<file path="src/design/mvn_pkg.sv">
// ----------------------------------------------------------------------------
// mvn_pkg
// Shared types, sizes and helpers of the mesh vertex normal generator.
// ----------------------------------------------------------------------------
package mvn_pkg;

	localparam int NUM_VERTICES = 1024;
	localparam int SUM_WIDTH    = 32;
	localparam int IDX_W        = (NUM_VERTICES > 1) ? $clog2(NUM_VERTICES) : 1;
	localparam int CORNER_W     = 10;
	localparam int POS_W        = 16;
	localparam int PROD_W       = 34;
	localparam int CROSS_W      = 35;
	localparam int VEC_W        = (SUM_WIDTH > CROSS_W) ? SUM_WIDTH : CROSS_W;
	localparam int NRM_W        = 16;
	localparam int QDEPTH       = 2;

	typedef enum logic [1:0] {
		OP_WRITE = 2'd0,
		OP_FACE  = 2'd1,
		OP_READ  = 2'd2,
		OP_CLEAR = 2'd3
	} op_t;

	typedef struct packed {
		op_t               op;
		logic [IDX_W-1:0]  a;
		logic [IDX_W-1:0]  b;
		logic [IDX_W-1:0]  c;
		logic [POS_W-1:0]  px;
		logic [POS_W-1:0]  py;
		logic [POS_W-1:0]  pz;
	} cmd_t;

	typedef struct packed {
		logic ready;
		logic init_busy;
	} back_stat_t;

	typedef enum logic [3:0] {
		B_INIT, B_IDLE, B_RDA, B_RDB, B_RDC, B_CAPC, B_MUL, B_NGO, B_NWAIT,
		B_ACC_RD, B_ACC_WR, B_SUM_RD, B_SUM_CAP, B_CLR, B_OUT
	} back_state_t;

	typedef enum logic [2:0] {
		N_IDLE, N_SCALE, N_SQ, N_SQRT, N_DIV, N_DONE
	} norm_state_t;

	// Reduce a corner index modulo the store depth by binary long subtraction.
	function automatic logic [IDX_W-1:0] wrap_idx(input logic [CORNER_W-1:0] v);
		int x;
		x = int'(v);
		for (int k = CORNER_W - 1; k >= 0; k--) begin
			if (x >= (NUM_VERTICES << k))
				x = x - (NUM_VERTICES << k);
		end
		return IDX_W'(x);
	endfunction

endpackage

</file>
<file path="src/design/mvn_front.sv">
// ----------------------------------------------------------------------------
// mvn_front
// Command intake: wraps corner indices and queues words for the back end.
// ----------------------------------------------------------------------------
module mvn_front (
	input  logic                             clk,
	input  logic                             arst_n,
	input  logic                             start,
	output logic                             busy,
	input  logic [1:0]                       opcode,
	input  logic [mvn_pkg::CORNER_W-1:0]     corner_a,
	input  logic [mvn_pkg::CORNER_W-1:0]     corner_b,
	input  logic [mvn_pkg::CORNER_W-1:0]     corner_c,
	input  logic [mvn_pkg::POS_W-1:0]        pos_x,
	input  logic [mvn_pkg::POS_W-1:0]        pos_y,
	input  logic [mvn_pkg::POS_W-1:0]        pos_z,
	input  mvn_pkg::back_stat_t              stat,
	output logic                             cmd_valid,
	output mvn_pkg::cmd_t                    cmd
);

	mvn_pkg::cmd_t fifo_q [mvn_pkg::QDEPTH];
	logic          wr_ptr_q, rd_ptr_q;
	logic [1:0]    count_q;
	logic          push, pop;
	mvn_pkg::cmd_t in_word;

	// Classify the incoming word
	always_comb begin
		in_word.op = mvn_pkg::op_t'(opcode);
		in_word.a  = mvn_pkg::wrap_idx(corner_a);
		in_word.b  = mvn_pkg::wrap_idx(corner_b);
		in_word.c  = mvn_pkg::wrap_idx(corner_c);
		in_word.px = pos_x;
		in_word.py = pos_y;
		in_word.pz = pos_z;
	end

	assign busy      = (count_q == 2'(mvn_pkg::QDEPTH)) || stat.init_busy;
	assign push      = start && !busy;
	assign cmd_valid = (count_q != 2'd0);
	assign pop       = cmd_valid && stat.ready;
	assign cmd       = fifo_q[rd_ptr_q];

	// Store the word
	always_ff @(posedge clk) begin
		if (push)
			fifo_q[wr_ptr_q] <= in_word;
	end

	// Advance pointers and fill count
	always_ff @(posedge clk or negedge arst_n) begin
		if (!arst_n) begin
			wr_ptr_q <= 1'b0;
			rd_ptr_q <= 1'b0;
			count_q  <= 2'd0;
		end else begin
			if (push)
				wr_ptr_q <= ~wr_ptr_q;
			if (pop)
				rd_ptr_q <= ~rd_ptr_q;
			count_q <= count_q + 2'(push) - 2'(pop);
		end
	end

endmodule

</file>
<file path="config.mk">
export PLATFORM = sky130hd
export DESIGN_NAME = mvn_front
export DESIGN_NICKNAME = d
export VERILOG_FILES = /design/src/design/mvn_pkg.sv /design/src/design/mvn_front.sv
export SDC_FILE = /design/constraint.sdc
export NUM_CORES = 1
export LEC_CHECK = 0
export ABC_AREA = 0
export BUFFER_PORTS_ARGS = -buffer_cell sky130_fd_sc_hd__buf_4
export CAP_MARGIN = 20
export CELL_PAD_IN_SITES_DETAIL_PLACEMENT = 1
export CELL_PAD_IN_SITES_GLOBAL_PLACEMENT = 1
export CORE_UTILIZATION = 46
export CTS_BUF_LIST = sky130_fd_sc_hd__clkbuf_8
export DETAILED_ROUTE_END_ITERATION = 10
export PLACE_DENSITY_LB_ADDON = 0.1
export SLEW_MARGIN = 30
export SYNTH_ARGS = -nofsm -noshare
export SYNTH_HDL_FRONTEND = slang
export SYNTH_SLANG_ARGS = --single-unit
export TNS_END_PERCENT = 50
</file>
<file path="constraint.sdc">
create_clock -name clk -period 6.04 [get_ports clk]
set_clock_uncertainty 0.2 [all_clocks]
set_input_delay 0.604 -clock clk [delete_from_list [all_inputs] [get_ports clk]]
set_output_delay 0.604 -clock clk [all_outputs]
set_load 0.005 [all_outputs]
</file>
==> summary.txt <==
Setup path
  • Crit-path most repeated cell: buf_4
  • Crit-path cells: buf_4 -> mux2_4 -> buf_4
  • CP max stage cell: dfrtp_4
  • Crit path kind: reg2out
  • Critical Path Start Type: flip-flop
  • CP max stage delay: 1000 ps
  • Worst EP required: 5240 ps
  • CP arrival: 2670 ps
  • Worst Setup End Kind: primary output
  • Maximum fanout along the worst path: 46

Drt
  • Wire length per cell: 18.8 microns
  • Antenna Violating Nets Remaining: 0
  • DR vias/cell: 4.84
  • Via count: 3091
  • Drt first pass iters: 4
  • Iter 0 DRT Violations: 194
  • DRC: 0
  • Final WL: 12.0 mm

Finish
  • Register Area: 4910 sq um
  • Layout Cells excl Fill: 639
  • Final net count: 537
  • # diodes: 0
  • Area of the multi-input gates: 1320 sq um
  • Final core area utilization: 61.6%
  • Fillers: 1172
  • Share of layout cells above drive strength 1: 61.6%
  • P&R area growth vs syn: 29.3%

Logic synthesis
  • Area share of xor/xnor cells in the synthesized design: 0.549%
  • Ys async rst share: 2.44%
  • Yosys reg bits: 164
  • Sequential area share after synthesis: 76.8%
  • Most used DFF post-synth: edfxtp_1
  • Mapped Nets: 355
  • Most common cell in the netlist: edfxtp_1
  • Post-synth top cells: 160 x edfxtp_1, 79 x mux2_4, 8 x buf_12
  • Post-synthesis mux area share: 18.8%
  • Post-synth EDFFs: 160
  • Top cell type's share of synthesized area: 75.3%
  • Mean Syn Cell Area: 23.8 sq um
  • Distinct cells, synth: 15
  • Yosys warns: 0
  • Yosys top cell by area: edfxtp_1
  • Post-Synth Adder-Cell Area: 0.392%
  • Compound-Gate Fraction of Synth Area: 0%
  • Main combinational cell family by area after synthesis: multiplexers
  • Mapped Area: 6380 sq um
  • Simple-gate share of the synthesized area: 0.666%
  • Cells after Synth: 268
  • Largest cells by area after synthesis: edfxtp_1 75%, mux2_4 19%, buf_12 2.5%, dfrtp_1 1.6%, xnor2_1 0.41%

Clocking
  • Latest clock arrival within the worst-skew pair: 440 ps
  • Setup Fix Bufs, Post-CTS: 0
  • Post-CTS sizing: 0
  • Longest Clk Path Bufs: 2
  • Root Driver: clkbuf_8
  • CTS Sinks: 164
  • CTS tree: built
  • CTS Buf Count: 17
  • Worst-path clk slew: 90 ps
  • CTS HTree Levels: 4

STA
  • Post-route setup TNS: 0 ps
  • Endpoints failing hold: 0
  • Post-layout minimum cycle time: 3470 ps
  • Max Clk Rate: 288 MHz
  • Final setup viols: 0
  • RSZ-0062 raised after global routing: no
  • Fin crit share: 57.5%
  • Final slew viol count: 0
  • Worst Tran Pin Value: 848 ps
  • Max_slew headroom: 43.5%

Floorplanning
  • Core footprint: 13400 sq um
  • # IOs: 167
  • Initial Utilization: 47.6%
  • Die Wd: 120 microns
  • Die footprint: 14400 sq um
  • Die height: 120 microns
  • Rows: 42

Placed design
  • Placed Instances: 606
  • IO Port Bufs: 166
  • Post-DP HPWL: 7.92 mm
  • Gpl congestion: 0.698

Global routing
  • Antenna violations before repair: 0
  • GRT Resource Usage Total: 17.4%
  • Vias in the first global route: 3273
  • Largest net degree at the start of global routing: 47
  • First-pass GRT wire length: 17.9 mm
  • Overflow after GRT: 0

Worst hold path
  • Hold WC Path Type: in2reg

Power and ir drop
  • Peak supply drop: 0.224 mV
  • Static leakage: 0.00328 uW
  • PwrDens: 421 nW/um^2

Flow run
  • Max capacitance violation total: 0

Status
  • Run status: finished clean
[cell usage in the layout, fill, tap and decap left out]
master | Yosys | layout
or2_1 | 1 | 1
nand2b_1 | 2 | 2
and2_4 | 1 | 1
nor2_4 | 0 | 2
clkinv_2 | 0 | 2
buf_16 | 0 | 2
nand3b_1 | 1 | 1
clkbuf_8 | 0 | 17
inv_1 | 2 | 2
xor2_1 | 1 | 1
mux2_4 | 79 | 79
bufinv_16 | 0 | 6
xnor2_1 | 3 | 3
dlygate4sd3_1 | 0 | 1
buf_4 | 0 | 169
clkinv_1 | 0 | 2
clkinvlp_4 | 0 | 4
edfxtp_1 | 160 | 160
dfrtp_1 | 4 | 3
ha_1 | 2 | 2
mux2_2 | 1 | 1
dfrtp_4 | 0 | 1
clkinv_4 | 0 | 1
[report_power, final]
part | internal, uW | switching [uW]
Clock | 529 | 388
Sequential | 1420 | 125
Combinational | 652 | 365
Total | 2600 | 879
[through the flow]
stage / instance area [sq um] / power, uW / setup slack [ps] / hold WS (ps)
floorplan: 6380 / 2230 / 1130 / 108
global placement: 7720 / 2560 / 2790 / 203
detailed placement: 7770 / 2600 / 2960 / 205
CTS: 8260 / 3530 / 2490 / 92.1
global route: 8260 / 3630 / 2420 / 100
finish: 8260 / 3480 / 2570 / 136
[worst max-delay path: cells and delay by family, from the launching register on]
family,cells,cell delay [ps]
multiplexers,1,350
buffers and inverters,2,840
flip-flops,1,1000
[worst paths after layout]
path / from / end / slack (ps) / depth (start not counted)
min in group asynchronous: arst_n / rd_ptr_q / 270 / 2
worst min register to register: count_q[0] / count_q[0] / 340 / 1
worst max register to register: count_q[1] / fifo_q[0][30] / 3250 / 5
worst max-delay path: rd_ptr_q / cmd[74] / 2570 / 3
max in group asynchronous: arst_n / rd_ptr_q / 5250 / 2
worst min-delay path: pos_x[14] / fifo_q[0][46] / 140 / 1
[layer usage]
layer / up-vias / global-route usage (%) / routed length, microns
met2: 113 / 29.0 / 6180
met4: 0 / 7.73 / 193
li1: 1417 / - / -
met5: - / 0 / 0
met1: 1546 / 20.8 / 4900
met3: 15 / 5.37 / 711
[repair_timing]
action | 4_1_cts | 5_1_grt
endpoints found under the hold margin | 4 | 0
setup endpoints to repair | 0 | 0
hold buffers | 1 | 0
[flip-flops by register name, summed over array words and instances (netlist names)]
name / count
wr_ptr_q: 1
count_q: 2
fifo_q: 160
rd_ptr_q: 1
[cell families after synthesis]
| kind of cell | count (synthesis) |
|---|---|
| flip-flops | 164 |
| multiplexers | 80 |
| buffers and inverters | 11 |
| AND/OR/NAND/NOR | 7 |
| XOR/XNOR | 4 |
| adder cells (fa/ha/maj) | 2 |
[area by class of cell]
| type | instances | area share, % |
|---|---|---|
| Sequential cell | 164 | 59.5 |
| Timing Repair Buffer | 172 | 16.2 |
| Multi-Input combinational cell | 93 | 15.9 |
| Clock inverter | 15 | 2.86 |
| Clock buffer | 17 | 2.83 |
| Tap cell | 176 | 2.67 |
| Inverter | 2 | 0.0909 |
No activity file was read; power rests on OpenSTA's default activity.
